===== config.mk =====
export PLATFORM = sky130hd
export DESIGN_NAME = column_absmax_int8_quantizer_unit
export DESIGN_NICKNAME = d
export VERILOG_FILES = /design/src/hw/rtl/caq_pkg.sv /design/src/hw/rtl/caq_decode.sv /design/src/hw/rtl/caq_q_round.sv /design/src/hw/rtl/caq_fp_div.sv /design/src/hw/rtl/column_absmax_int8_quantizer_unit.sv
export SDC_FILE = /design/constraint.sdc
export NUM_CORES = 1
export LEC_CHECK = 0
export ABC_CLOCK_PERIOD_IN_PS = 6200
export BUFFER_PORTS_ARGS = -buffer_cell sky130_fd_sc_hd__buf_2
export CAP_MARGIN = 20
export CORE_MARGIN = 3
export CORE_UTILIZATION = 30
export CTS_CLUSTER_DIAMETER = 30
export CTS_CLUSTER_SIZE = 25
export DETAILED_ROUTE_END_ITERATION = 8
export PLACE_DENSITY = 0.44
export REMOVE_ABC_BUFFERS = 1
export SLEW_MARGIN = 10
export SYNTH_ARGS = -nofsm -noshare
export SYNTH_HDL_FRONTEND = slang
export SYNTH_SLANG_ARGS = --single-unit

===== constraint.sdc =====
create_clock -name clk -period 6.2 [get_ports clk]
set_input_delay 1.55 -clock clk [delete_from_list [all_inputs] [get_ports clk]]
set_output_delay 1.55 -clock clk [all_outputs]
set_load 0.02 [all_outputs]

===== src/hw/rtl/caq_pkg.sv =====
// ----------------------------------------------------------------------------
// caq_pkg
// Shared types and constants for the column absmax int8 quantizer.
// ----------------------------------------------------------------------------
package caq_pkg;

    // input format codes
    localparam logic [1:0] FMT_FP16 = 2'd0;
    localparam logic [1:0] FMT_FP32 = 2'd1;

    // operation and result kind codes
    localparam logic OP_SCAN    = 1'b0;
    localparam logic OP_QUANT   = 1'b1;
    localparam logic KIND_SCALE = 1'b0;
    localparam logic KIND_QUANT = 1'b1;

    // fp32 constants
    localparam logic [31:0] FP32_ONE     = 32'h3F80_0000;
    localparam logic [31:0] FP32_127     = 32'h42FE_0000;
    localparam logic [31:0] FP32_QNAN    = 32'h7FC0_0000;
    localparam logic [30:0] FP32_INF_MAG = 31'h7F80_0000;

    // divider control from the sequencer
    typedef struct packed {
        logic start;
        logic ack;
    } div_ctrl_t;

    // divider status back to the sequencer
    typedef struct packed {
        logic idle;
        logic res_valid;
    } div_stat_t;

endpackage


===== src/hw/rtl/caq_decode.sv =====
// ----------------------------------------------------------------------------
// caq_decode
// Converts a raw weight (fp16 or fp32) into fp32 bits; other formats give +0.
// ----------------------------------------------------------------------------
module caq_decode import caq_pkg::*;
(
    input  logic [1:0]  fmt,
    input  logic [31:0] raw,
    output logic [31:0] value
);

    logic        h_sign;
    logic [4:0]  h_exp;
    logic [9:0]  h_mant;
    logic [3:0]  lead;
    logic [10:0] norm_mant;
    logic [31:0] half_bits;

    assign h_sign = raw[15];
    assign h_exp  = raw[14:10];
    assign h_mant = raw[9:0];

    // leading one of a subnormal mantissa
    always_comb
    begin
        lead = 4'd0;
        for (int i = 0; i < 10; i++)
        begin
            if (h_mant[i])
            begin
                lead = 4'(i);
            end
        end
    end

    assign norm_mant = 11'(h_mant) << (4'd10 - lead);

    // fp16 widening, exact for all classes
    always_comb
    begin
        if (h_exp == 5'h1F)
        begin
            half_bits = {h_sign, 8'hFF, h_mant, 13'd0};
        end
        else if (h_exp != 5'd0)
        begin
            half_bits = {h_sign, 8'(h_exp) + 8'd112, h_mant, 13'd0};
        end
        else if (h_mant == 10'd0)
        begin
            half_bits = {h_sign, 31'd0};
        end
        else
        begin
            half_bits = {h_sign, 8'd103 + 8'(lead), norm_mant[9:0], 13'd0};
        end
    end

    // format select
    always_comb
    begin
        case (fmt)
            FMT_FP16: value = half_bits;
            FMT_FP32: value = raw;
            default:  value = 32'd0;
        endcase
    end

endmodule


===== src/hw/rtl/caq_q_round.sv =====
// ----------------------------------------------------------------------------
// caq_q_round
// Clamps an fp32 quotient to [-128, 127] and rounds half away from zero.
// ----------------------------------------------------------------------------
module caq_q_round
(
    input  logic [31:0]       q,
    output logic signed [7:0] quantized
);

    logic        sign;
    logic [7:0]  exp_f;
    logic        is_nan;
    logic [23:0] mant;
    logic [4:0]  sh;
    logic [23:0] int_part;
    logic [23:0] half_part;
    logic [8:0]  mag;

    assign sign   = q[31];
    assign exp_f  = q[30:23];
    assign is_nan = (exp_f == 8'hFF) && (q[22:0] != 23'd0);
    assign mant   = {1'b1, q[22:0]};

    // magnitude below 128 rounded half up
    assign sh        = 5'(8'd150 - exp_f);
    assign int_part  = mant >> sh;
    assign half_part = mant >> (sh - 5'd1);
    assign mag       = 9'(int_part[7:0]) + 9'(half_part[0]);

    // clamp and sign
    always_comb
    begin
        if (is_nan)
        begin
            quantized = 8'sd127;
        end
        else if (exp_f >= 8'd134)
        begin
            quantized = sign ? -8'sd128 : 8'sd127;
        end
        else if (exp_f < 8'd126)
        begin
            quantized = 8'sd0;
        end
        else if (!sign)
        begin
            quantized = (mag >= 9'd127) ? 8'sd127 : signed'(mag[7:0]);
        end
        else
        begin
            quantized = signed'(8'(9'd0 - mag));
        end
    end

endmodule


===== src/hw/rtl/caq_fp_div.sv =====
// ----------------------------------------------------------------------------
// caq_fp_div
// Iterative IEEE fp32 divider, one quotient bit per cycle, round to nearest
// even, with subnormal operands and results.
// ----------------------------------------------------------------------------
module caq_fp_div import caq_pkg::*;
(
    input  logic        clk,
    input  logic        rst_n,
    input  div_ctrl_t   ctrl,
    input  logic [31:0] dividend,
    input  logic [31:0] divisor,
    output div_stat_t   stat,
    output logic [31:0] quotient
);

    typedef enum logic [5:0] {
        D_IDLE   = 6'b000001,
        D_NORM   = 6'b000010,
        D_DIV    = 6'b000100,
        D_DENORM = 6'b001000,
        D_ROUND  = 6'b010000,
        D_DONE   = 6'b100000
    } div_state_t;

    div_state_t         state_reg, state_next;
    logic               sign_reg, sign_next;
    logic [23:0]        ma_reg, ma_next, mb_reg, mb_next;
    logic signed [11:0] ea_reg, ea_next, eb_reg, eb_next;
    logic signed [11:0] e_reg, e_next;
    logic [24:0]        rem_reg, rem_next;
    logic [24:0]        q_reg, q_next;
    logic               sticky_reg, sticky_next;
    logic [4:0]         cnt_reg, cnt_next;
    logic [31:0]        res_reg, res_next;

    logic [7:0]         a_exp, b_exp;
    logic               a_zero, b_zero, a_inf, b_inf, a_nan, b_nan;
    logic               ge;
    logic [24:0]        diff;
    logic [24:0]        sum;
    logic signed [11:0] ef;

    // operand classes
    assign a_exp  = dividend[30:23];
    assign b_exp  = divisor[30:23];
    assign a_zero = (a_exp == 8'd0) && (dividend[22:0] == 23'd0);
    assign b_zero = (b_exp == 8'd0) && (divisor[22:0] == 23'd0);
    assign a_inf  = (a_exp == 8'hFF) && (dividend[22:0] == 23'd0);
    assign b_inf  = (b_exp == 8'hFF) && (divisor[22:0] == 23'd0);
    assign a_nan  = (a_exp == 8'hFF) && (dividend[22:0] != 23'd0);
    assign b_nan  = (b_exp == 8'hFF) && (divisor[22:0] != 23'd0);

    // restoring step
    assign ge   = rem_reg >= {1'b0, mb_reg};
    assign diff = ge ? (rem_reg - {1'b0, mb_reg}) : rem_reg;

    // rounding add
    assign sum = {1'b0, q_reg[24:1]} + 25'(q_reg[0] & (sticky_reg | q_reg[1]));

    // sequencer
    always_comb
    begin
        state_next  = state_reg;
        sign_next   = sign_reg;
        ma_next     = ma_reg;
        mb_next     = mb_reg;
        ea_next     = ea_reg;
        eb_next     = eb_reg;
        e_next      = e_reg;
        rem_next    = rem_reg;
        q_next      = q_reg;
        sticky_next = sticky_reg;
        cnt_next    = cnt_reg;
        res_next    = res_reg;
        ef          = e_reg;
        case (state_reg)
            D_IDLE:
            begin
                if (ctrl.start)
                begin
                    sign_next = dividend[31] ^ divisor[31];
                    ma_next   = {a_exp != 8'd0, dividend[22:0]};
                    mb_next   = {b_exp != 8'd0, divisor[22:0]};
                    ea_next   = (a_exp != 8'd0) ? signed'(12'(a_exp)) : 12'sd1;
                    eb_next   = (b_exp != 8'd0) ? signed'(12'(b_exp)) : 12'sd1;
                    if (a_nan || b_nan || (a_inf && b_inf) || (a_zero && b_zero))
                    begin
                        res_next   = FP32_QNAN;
                        state_next = D_DONE;
                    end
                    else if (a_inf || b_zero)
                    begin
                        res_next   = {dividend[31] ^ divisor[31], FP32_INF_MAG};
                        state_next = D_DONE;
                    end
                    else if (a_zero || b_inf)
                    begin
                        res_next   = {dividend[31] ^ divisor[31], 31'd0};
                        state_next = D_DONE;
                    end
                    else
                    begin
                        state_next = D_NORM;
                    end
                end
            end
            D_NORM:
            begin
                if (ma_reg[23] && mb_reg[23])
                begin
                    if (ma_reg < mb_reg)
                    begin
                        rem_next = {ma_reg, 1'b0};
                        e_next   = ea_reg - eb_reg + 12'sd126;
                    end
                    else
                    begin
                        rem_next = {1'b0, ma_reg};
                        e_next   = ea_reg - eb_reg + 12'sd127;
                    end
                    q_next     = 25'd0;
                    cnt_next   = 5'd0;
                    state_next = D_DIV;
                end
                else
                begin
                    if (!ma_reg[23])
                    begin
                        ma_next = {ma_reg[22:0], 1'b0};
                        ea_next = ea_reg - 12'sd1;
                    end
                    if (!mb_reg[23])
                    begin
                        mb_next = {mb_reg[22:0], 1'b0};
                        eb_next = eb_reg - 12'sd1;
                    end
                end
            end
            D_DIV:
            begin
                rem_next = {diff[23:0], 1'b0};
                q_next   = {q_reg[23:0], ge};
                cnt_next = cnt_reg + 5'd1;
                if (cnt_reg == 5'd24)
                begin
                    sticky_next = diff != 25'd0;
                    state_next  = D_DENORM;
                end
            end
            D_DENORM:
            begin
                if (e_reg >= 12'sd1)
                begin
                    state_next = D_ROUND;
                end
                else if (e_reg < -12'sd30)
                begin
                    q_next      = 25'd0;
                    sticky_next = 1'b1;
                    e_next      = 12'sd1;
                end
                else
                begin
                    sticky_next = sticky_reg | q_reg[0];
                    q_next      = {1'b0, q_reg[24:1]};
                    e_next      = e_reg + 12'sd1;
                end
            end
            D_ROUND:
            begin
                if (sum[24])
                begin
                    ef = e_reg + 12'sd1;
                end
                else
                begin
                    ef = sum[23] ? e_reg : 12'sd0;
                end
                if (ef >= 12'sd255)
                begin
                    res_next = {sign_reg, FP32_INF_MAG};
                end
                else
                begin
                    res_next = {sign_reg, ef[7:0], sum[24] ? 23'd0 : sum[22:0]};
                end
                state_next = D_DONE;
            end
            D_DONE:
            begin
                if (ctrl.ack)
                begin
                    state_next = D_IDLE;
                end
            end
            default:
            begin
                state_next = D_IDLE;
            end
        endcase
    end

    // control state
    always_ff @(posedge clk or negedge rst_n)
    begin
        if (!rst_n)
        begin
            state_reg <= D_IDLE;
        end
        else
        begin
            state_reg <= state_next;
        end
    end

    // datapath
    always_ff @(posedge clk)
    begin
        sign_reg   <= sign_next;
        ma_reg     <= ma_next;
        mb_reg     <= mb_next;
        ea_reg     <= ea_next;
        eb_reg     <= eb_next;
        e_reg      <= e_next;
        rem_reg    <= rem_next;
        q_reg      <= q_next;
        sticky_reg <= sticky_next;
        cnt_reg    <= cnt_next;
        res_reg    <= res_next;
    end

    assign stat.idle      = state_reg == D_IDLE;
    assign stat.res_valid = state_reg == D_DONE;
    assign quotient       = res_reg;

endmodule


===== src/hw/rtl/column_absmax_int8_quantizer_unit.sv =====
// ----------------------------------------------------------------------------
// column_absmax_int8_quantizer_unit
// Per-column symmetric int8 quantizer: absmax scan, fp32 scale, quantize.
// ----------------------------------------------------------------------------
// A scan item that is not last gives no result. A scan item marked last
// and every quantize item run one fp32 division through the shared
// bit-serial divider: operand setup, a normalizing shift per leading zero
// of a subnormal operand, 25 quotient bits, an underflow check with a
// shift per bit of underflow, rounding and the output load. The divider
// produces one quotient bit per cycle and the block takes one item at a
// time. The result sits in an output register; the user must write
// input_format through the cfg port only while idle; the block itself
// does not enforce this.
module column_absmax_int8_quantizer_unit import caq_pkg::*;
(
    input  logic              clk,
    input  logic              rst_n,
    input  logic              cfg_valid,
    output logic              cfg_ready,
    input  logic [1:0]        cfg_data,
    input  logic              in_valid,
    output logic              in_ready,
    input  logic              operation,
    input  logic [31:0]       weight_bits,
    input  logic              last,
    output logic              out_valid,
    input  logic              out_ready,
    output logic              kind,
    output logic [31:0]       scale_bits,
    output logic signed [7:0] quantized
);

    typedef enum logic [1:0] {
        T_IDLE = 2'b01,
        T_BUSY = 2'b10
    } top_state_t;

    top_state_t        state_reg, state_next;
    logic [1:0]        format_reg;
    logic [31:0]       running_max_reg, running_max_next;
    logic [31:0]       column_scale_reg, column_scale_next;
    logic              kind_pend_reg, kind_pend_next;
    logic              out_valid_reg, out_valid_next;
    logic              kind_reg, kind_next;
    logic [31:0]       scale_out_reg, scale_out_next;
    logic signed [7:0] quant_reg, quant_next;

    logic [31:0]       weight_val;
    logic [31:0]       weight_mag;
    logic              weight_nan;
    logic [31:0]       new_max;
    logic [31:0]       div_a, div_b;
    logic [31:0]       div_q;
    logic [31:0]       scale_val;
    logic signed [7:0] q_int;
    logic              in_xfer;
    logic              out_free;
    div_ctrl_t         div_ctrl;
    div_stat_t         div_stat;

    caq_decode u_decode
    (
        .fmt   (format_reg),
        .raw   (weight_bits),
        .value (weight_val)
    );

    caq_fp_div u_div
    (
        .clk      (clk),
        .rst_n    (rst_n),
        .ctrl     (div_ctrl),
        .dividend (div_a),
        .divisor  (div_b),
        .stat     (div_stat),
        .quotient (div_q)
    );

    caq_q_round u_round
    (
        .q         (div_q),
        .quantized (q_int)
    );

    // magnitude compare, nan never wins
    assign weight_mag = {1'b0, weight_val[30:0]};
    assign weight_nan = (weight_mag[30:23] == 8'hFF) && (weight_mag[22:0] != 23'd0);
    assign new_max    = (!weight_nan && (weight_mag > running_max_reg)) ?
                        weight_mag : running_max_reg;

    assign in_ready  = state_reg == T_IDLE;
    assign in_xfer   = in_valid && in_ready;
    assign out_free  = !out_valid_reg || out_ready;
    assign cfg_ready = 1'b1;

    // divider operands
    assign div_a = (operation == OP_SCAN) ? new_max : weight_val;
    assign div_b = (operation == OP_SCAN) ? FP32_127 : column_scale_reg;

    assign div_ctrl.start = in_xfer && ((operation == OP_QUANT) || last);
    assign div_ctrl.ack   = (state_reg == T_BUSY) && div_stat.res_valid && out_free;

    // zero scale falls back to one
    assign scale_val = (div_q[30:0] == 31'd0) ? FP32_ONE : div_q;

    // sequencer and state update
    always_comb
    begin
        state_next        = state_reg;
        running_max_next  = running_max_reg;
        column_scale_next = column_scale_reg;
        kind_pend_next    = kind_pend_reg;
        out_valid_next    = out_valid_reg && !out_ready;
        kind_next         = kind_reg;
        scale_out_next    = scale_out_reg;
        quant_next        = quant_reg;
        case (state_reg)
            T_IDLE:
            begin
                if (in_xfer)
                begin
                    if (operation == OP_SCAN)
                    begin
                        running_max_next = last ? 32'd0 : new_max;
                    end
                    if (div_ctrl.start)
                    begin
                        kind_pend_next = (operation == OP_SCAN) ? KIND_SCALE : KIND_QUANT;
                        state_next     = T_BUSY;
                    end
                end
            end
            T_BUSY:
            begin
                if (div_ctrl.ack)
                begin
                    out_valid_next = 1'b1;
                    kind_next      = kind_pend_reg;
                    if (kind_pend_reg == KIND_SCALE)
                    begin
                        column_scale_next = scale_val;
                        scale_out_next    = scale_val;
                        quant_next        = 8'sd0;
                    end
                    else
                    begin
                        scale_out_next = 32'd0;
                        quant_next     = q_int;
                    end
                    state_next = T_IDLE;
                end
            end
            default:
            begin
                state_next = T_IDLE;
            end
        endcase
    end

    // control and architectural state
    always_ff @(posedge clk or negedge rst_n)
    begin
        if (!rst_n)
        begin
            state_reg        <= T_IDLE;
            format_reg       <= FMT_FP32;
            running_max_reg  <= 32'd0;
            column_scale_reg <= FP32_ONE;
            out_valid_reg    <= 1'b0;
        end
        else
        begin
            state_reg        <= state_next;
            running_max_reg  <= running_max_next;
            column_scale_reg <= column_scale_next;
            out_valid_reg    <= out_valid_next;
            if (cfg_valid && cfg_ready)
            begin
                format_reg <= cfg_data;
            end
        end
    end

    // result payload
    always_ff @(posedge clk)
    begin
        kind_pend_reg <= kind_pend_next;
        kind_reg      <= kind_next;
        scale_out_reg <= scale_out_next;
        quant_reg     <= quant_next;
    end

    assign out_valid  = out_valid_reg;
    assign kind       = kind_reg;
    assign scale_bits = scale_out_reg;
    assign quantized  = quant_reg;

    // divider is only started when it is free
    a_start_idle: assert property (@(posedge clk) disable iff (!rst_n)
        div_ctrl.start |-> div_stat.idle)
        else $error("divider started while busy");

    // a result is only taken from the divider once it is ready
    a_ack_valid: assert property (@(posedge clk) disable iff (!rst_n)
        div_ctrl.ack |-> div_stat.res_valid)
        else $error("divider result taken before ready");

    // the stored scale is never zero
    a_scale_nonzero: assert property (@(posedge clk) disable iff (!rst_n)
        column_scale_reg[30:0] != 31'd0)
        else $error("column scale is zero");

    // a new result never overwrites one still waiting
    a_no_overwrite: assert property (@(posedge clk) disable iff (!rst_n)
        (out_valid_reg && !out_ready) |-> !div_ctrl.ack)
        else $error("pending result overwritten");

endmodule

-- Word level (Yosys, flattened, before mapping)
Cells that the tools add are included.
- shifts and indexed selects: 3
- $lt $le $gt $ge: 9
- equal/unequal tests: 28
- muxes and demuxes: 87
- reduce and logical (&&, ||, !) cells: 64
- $add $sub $neg: 16
- bitwise operators: 6
- operator list (cell ; number):
    $mux 32 ; 9
    $mux 24 ; 7
    $mux 12 ; 13
    $pmux 32 s2 ; 2
    $mux 25 ; 5
    $mux 31 ; 4
    $pmux 24 s2 ; 2
    $reduce_bool 23->1 ; 4
    $pmux 25 s3 ; 1
    $pmux 12 s2 ; 3
    $mux 8 ; 7
    $pmux 25 s2 ; 1
    $mux 6 ; 8
    $logic_not 23->1 ; 2
    $pmux 6 s6 ; 1
    $eq 8x8->1 const B ; 4
    $gt 31x32->1 ; 1
    $logic_not 31->1 ; 1
    $reduce_and 3->1 ; 9
    $add 24x25->25 ; 1
    $and 1x25->25 ; 1
    $ge 25x24->1 ; 1
    $reduce_bool 25->1 ; 1
    $sub 25x24->25 ; 1
    other kinds (61) ; 124
- output and inout bits: 44
- bits of input ports: 41
- word-level logic and storage cells: 237
- register bits after elaboration: 290

-- Depth between registers and ports, before layout
- word-level depth: 29
- gate-level depth with buffers: 27

-- By module
Synthesis repeated with hierarchy kept, for this count alone.
- cells, all modules: 2361
- area total of the unflattened synthesis: 22057.4 um^2
- modules (own cells, without submodules) (module ; cells each ; sequential area each (um^2) ; instances ; area an instance (um^2)):
    caq_fp_div ; 1303 ; 5346.4 ; 1 ; 12384.4
    column_absmax_int8_quantizer_unit ; 612 ; 2999.1 ; 1 ; 6409.9
    caq_q_round ; 258 ; 0.0 ; 1 ; 2079.5
    caq_decode ; 188 ; 0.0 ; 1 ; 1183.6

-- Least setup slack after synthesis
No wires, ideal clock.
- kind: input port to flip-flop
- start: in weight_bits[6]
- end: reg u_div.res_reg[0], in the netlist u_div.quotient[0], enable pin
- arrival: 7.810 ns
- library setup time: 0.421 ns
- path slack: -2.031 ns
- data required time: 5.779 ns
- stages on the path: 24
- cells stage by stage: clkbuf_1 > nand2b_1 > a21o_1 > buf_2 > and2_1 > ha_1 > clkbuf_1 > clkinv_1 > or3_1 > a221o_1 > o21bai_1 > inv_1 > ha_1 > nand4_1 > nor4_1 > nand3_1 > o31a_1 > a311oi_1 > clkbuf_1 > a21o_1 > nand2_1 > a2111oi_4 > nor3_2 > nor2_1
- cells in the longest elaborated chain, start to end: 23
- ends and longest elaborated chain (element ; RTL line ; source):
    start, declared ; column_absmax_int8_quantizer_unit.sv:24 ; input logic [31:0] weight_bits,
    $mux 3 (2 in series) ; caq_decode.sv:29 ; if (h_mant[i])
    $mux 4 (2 in series) ; caq_decode.sv:29 ;
    $sub 4x4->4 ; caq_decode.sv:36 ; assign norm_mant = 11'(h_mant) << (4'd10 - lead);
    $shl 10x4->10 ; caq_decode.sv:36 ;
    $mux 31 ; caq_decode.sv:49 ; else if (h_mant == 10'd0)
    $mux 31 ; caq_decode.sv:45 ; else if (h_exp != 5'd0)
    $mux 31 ; caq_decode.sv:41 ; if (h_exp == 5'h1F)
    $pmux 32 s2 * ; caq_decode.sv:62 ; case (fmt)
    branches (longest 5 deep; another with $gt 31x32->1) ; -- ;
    $mux 32 * ; column_absmax_int8_quantizer_unit.sv:97 ; assign div_a = (operation == OP_SCAN) ? new_max : weight_val;
    $reduce_bool 23->1, or another cell as far along ; caq_fp_div.sv:51 ; assign a_nan = (a_exp == 8'hFF) && (dividend[22:0] != 23'd0);
    $logic_and 1x1->1, on equally long branches ; caq_fp_div.sv:51, caq_fp_div.sv:49 ;
    $logic_or 1x1->1 / $logic_and 1x1->1 (equally long branches) ; caq_fp_div.sv:87 ; if (a_nan || b_nan || (a_inf && b_inf) || (a_zero && b_zero))
    $logic_or 1x1->1 (2 in series) ; caq_fp_div.sv:87 ;
    $ne 4x1->1 (no source line) * ; -- ;
    $reduce_and 3->1 (no source line) * ; -- ;
    end signal, assigned ; caq_fp_div.sv:230 ; res_reg <= res_next;
    end, declared ; caq_fp_div.sv:35 ; logic [31:0] res_reg, res_next;
Every way passes the cells marked *.
A chain may end at the register's enable or synchronous reset.

-- Worst setup path after layout
- start: in weight_bits[1]
- end: reg u_div.res_reg[28], in the netlist u_div.quotient[28], enable pin
- cells in the longest elaborated chain, start to end: 28
- ends and longest elaborated chain (element ; RTL line):
    $mux 1 ; caq_decode.sv:29
    $mux 2 (2 in series) ; caq_decode.sv:29
    $mux 3 (4 in series) ; caq_decode.sv:29
    $mux 4 (2 in series) ; caq_decode.sv:29
    $sub 4x4->4 ; caq_decode.sv:36
    $shl 10x4->10 ; caq_decode.sv:36
    $mux 31 ; caq_decode.sv:49
    $mux 31 ; caq_decode.sv:45
    [... 2 more ...] ; --
    branches (longest 5 deep; another with $gt 31x32->1) ; --
    $mux 32 * ; column_absmax_int8_quantizer_unit.sv:97
    $reduce_bool 23->1, or another cell as far along ; caq_fp_div.sv:51
    $logic_and 1x1->1, on equally long branches ; caq_fp_div.sv:51, caq_fp_div.sv:49
    $logic_or 1x1->1 / $logic_and 1x1->1 (equally long branches) ; caq_fp_div.sv:87
    $logic_or 1x1->1 (2 in series) ; caq_fp_div.sv:87
    $ne 4x1->1 (no source line) * ; --
    $reduce_and 3->1 (no source line) * ; --
Marked as above.

==> results.json <==
{
  "vdd_ir_drop_max_v": 0.000194,
  "fin_util": 0.389,
  "grt-ovfl-total": 0,
  "fp.coreArea_um2": 67500,
  "cap_violations": 0,
  "min_to": "out_valid$_DFF_PN0_",
  "io_pins": 85,
  "numCtsBuffers": 80,
  "drc_errors": 0,
  "timing.final.crit_share": 0.992,
  "rsz0062_at_grt": "true",
  "syn_inst": 2144,
  "grt_max_degree": 73,
  "timing.rr.start": "u_div.quotient[24]$_DFFE_PP_",
  "skew_ps": 36.2,
  "ys.flop_type": "edfxtp_1",
  "synthToLayoutAreaGrowth_pct": 27.8,
  "dp.cells": 3135,
  "grt_pass1_vias": 18000,
  "avgSynthCellArea_um2": 9.59,
  "placementRows": 95,
  "initial_utilization": 0.305,
  "drtIter0Drc": 1042,
  "wl_per_cell_um": 19.9,
  "rr_endpoint": "quantized[5]$_SDFFCE_PN0P_",
  "portBuffers": 83,
  "async_flop_share": 0.259,
  "p_leak_nw": 10.5,
  "cts.sinks": 290,
  "cts.clk_slew.worst_paths_ps": 40,
  "layout.nets": 2520,
  "avgViaCountPerCell": 5.33,
  "worst_pin_slew_ps": 1030,
  "hold_path_depth": 2,
  "dp_hpwl_um": 48000,
  "path_class": "in -> reg",
  "die_x_um": 268,
  "htree_num_levels": 3,
  "ys_types": 85,
  "yosysSeqAreaShare": 0.406,
  "netlist_area_um2": 20600,
  "yosys_warnings": 0,
  "grt_pass1_wl_um": 104000,
  "maxSlewHeadroom": 0.311,
  "path_max_fanout": 8,
  "instances_no_fill": 3306,
  "ctsRootBufferMaster": "clkbuf_16",
  "cp.arrival_ps": 6460,
  "vias": 17600,
  "hold_path.startpoint": "out_valid$_DFF_PN0_",
  "grtUsageTotal": 0.183,
  "clock.fmax_mhz": 163,
  "wirelength_um": 65800,
  "fin_crit_ps": 6150,
  "worst-r2r-setup-slack_ps": 840,
  "first_pass_iters": 5,
  "n_antenna_cell": 0,
  "clk_latency_ps": 620,
  "worstRegToRegCells": 16,
  "fin_tns_setup_ps": 0,
  "holdBufCountCts": 0,
  "status": "complete, no violations",
  "end_kind": "flip-flop",
  "ys_ff_latch": 290,
  "die_h_um": 268,
  "cp.required_ps": 6510,
  "clockBufferDepth": 3,
  "antenna_found_initial": 0,
  "drt.antenna.violating_nets": 0,
  "synth_edf_count": 215,
  "final_hold_viol_count": 0,
  "layout-drive-gt1-share": 0.224,
  "hp-class": "reg -> reg",
  "startpoint_type": "input port",
  "place.gp.congestion": 0.890,
  "power_density_nw_per_um2": 451,
  "die_area_um2": 71700,
  "report.final.slew_viol_count": 0,
  "cts_tree": "yes",
  "setup_viol_count_final": 0
}
[area by class of cell]
class / count / area, um^2
clock buffer: 97 / 2140
clock inverter: 52 / 719
fill: 6668 / 41200
inverter: 138 / 520
multi-input combinational: 1600 / 11600
sequential: 290 / 8350
tap: 873 / 1090
timing repair buffer: 256 / 1860
[report_power, final]
part	leakage [nW]	total [W]	switching [W]	internal, W
sequential	2.98	0.00319	0.000480	0.00271
combinational	6.18	0.00433	0.00251	0.00182
clock	1.38	0.00435	0.00131	0.00304
total	10.5	0.0119	0.00430	0.00756
[critical path, cell delays in order]
cell	delay (ps)
buf_6	90
nor2b_4	110
o211ai_1	220
and2_4	220
inv_4	40
ha_4	160
nor3_4	210
nand2_2	110
buf_6	130
buf_4	130
nand2_4	60
buf_4	110
nor2_1	40
a221o_1	380
ha_4	300
nand4_1	120
nor4_2	320
nand3_1	130
o31a_1	150
a311oi_2	280
nor2_2	100
mux2i_1	140
o31a_1	340
a2111oi_4	440
nor3_4	100
nor2_4	140
buf_12	160
buf_16	150
[logic make-up after synthesis]
group                      Yosys count  synth area share
muxes                              122            0.0742
and+or+nand+nor                    705             0.175
xor gates and xnor gates            99            0.0422
DFF                                290             0.406
buffers and inverters              254            0.0483
other                                1          0.000182
adders and majority gates          113            0.0695
AOI/OAI and AO/OA                  560             0.185
[Yosys cell counts (12+ instances only)]
master,instances,area share
a21o_1,45,0.016
o211ai_1,13,0.0047
xnor2_1,54,0.023
a21oi_1,131,0.032
o21a_1,17,0.0062
mux2i_1,50,0.024
mux2_2,53,0.029
dfrtp_1,65,0.079
and3_1,19,0.0058
mux4_2,19,0.021
buf_2,13,0.0032
ha_1,111,0.068
a22o_1,56,0.024
edfxtp_1,215,0.31
a211oi_1,18,0.0066
o21ai_1,15,0.0037
o31ai_1,27,0.0099
a31oi_1,25,0.0076
nand3b_1,30,0.011
nor3b_1,12,0.0044
and2_1,13,0.0040
nand3_1,76,0.019
nor2_1,186,0.034
nand4_1,32,0.0097
o21ai_0,96,0.023
nor4_1,33,0.010
nand2_1,129,0.024
nand2b_1,27,0.0082
inv_1,136,0.025
nor3_1,48,0.012
or3_1,15,0.0046
nor2b_1,44,0.013
clkbuf_1,88,0.016
xor2_1,45,0.019
[layout by cell type (no fill, tap or decap), types with 11 or more instances in the layout]
cell type / n
a211oi_1: 17
a21o_1: 45
a21oi_1: 129
a22o_1: 56
a31oi_1: 25
and3_1: 19
buf_2: 79
buf_4: 162
bufinv_16: 14
clkbuf_1: 11
clkbuf_16: 82
clkinv_1: 15
clkinv_2: 12
dfrtp_1: 65
edfxtp_1: 215
ha_1: 105
inv_1: 133
mux2_2: 53
mux2i_1: 50
mux4_2: 19
nand2_1: 126
nand2b_1: 25
nand3_1: 75
nand3b_1: 30
nand4_1: 32
nor2_1: 179
nor2b_1: 43
nor3_1: 44
nor4_1: 31
o211ai_1: 13
o21a_1: 17
o21ai_0: 93
o21ai_1: 16
o31ai_1: 24
or3_1: 14
xnor2_1: 54
xor2_1: 45
[metal layers]
layer  share of wire  track usage  vias up  wire length, um
met5               0            0        -                0
met2            0.48        0.312      343            31500
li1                -            -     8513                -
met3           0.035       0.0287      112             2300
met1            0.46        0.241     8662            30300
met4           0.027       0.0550        0             1800
[worst max-delay path by stage]
stage	from	cells after the start	endpoint	slack, ps
after floorplan	weight_bits[4]	20	u_div.quotient[0]$_SDFFCE_PP0P_	-2750
after global placement	weight_bits[2]	25	u_div.quotient[4]$_SDFFCE_PP0P_	-850
after detailed placement	weight_bits[2]	26	u_div.quotient[11]$_SDFFCE_PP0P_	-940
after CTS	weight_bits[2]	27	u_div.quotient[6]$_SDFFCE_PP0P_	20
after global routing	weight_bits[1]	26	u_div.quotient[1]$_SDFFCE_PP0P_	-120
final	weight_bits[1]	28	u_div.quotient[28]$_DFFE_PP_	50
[per-stage QoR]
stage          area, um^2  hold slack, ps  total power [W]  setup WS, ps
4_1_cts             25900             498           0.0119          20.2
2_1_floorplan       20100             466          0.00600         -2750
3_5_place_dp        22900             489          0.00738          -937
3_3_place_gp        22800             477          0.00733          -851
5_1_grt             26300             511           0.0126          -124
6_report            26300             490           0.0119          52.6
[repair_timing]
| action | 4_1_cts | 5_1_grt |
|---|---|---|
| resized for setup | 20 | 53 |
| setup endpoints to repair | 34 | 38 |
| pin swaps | 11 | 23 |
| buffers inserted | 8 | 13 |
| gates cloned | 2 | 1 |
No activity file was read; power rests on OpenSTA's default activity.
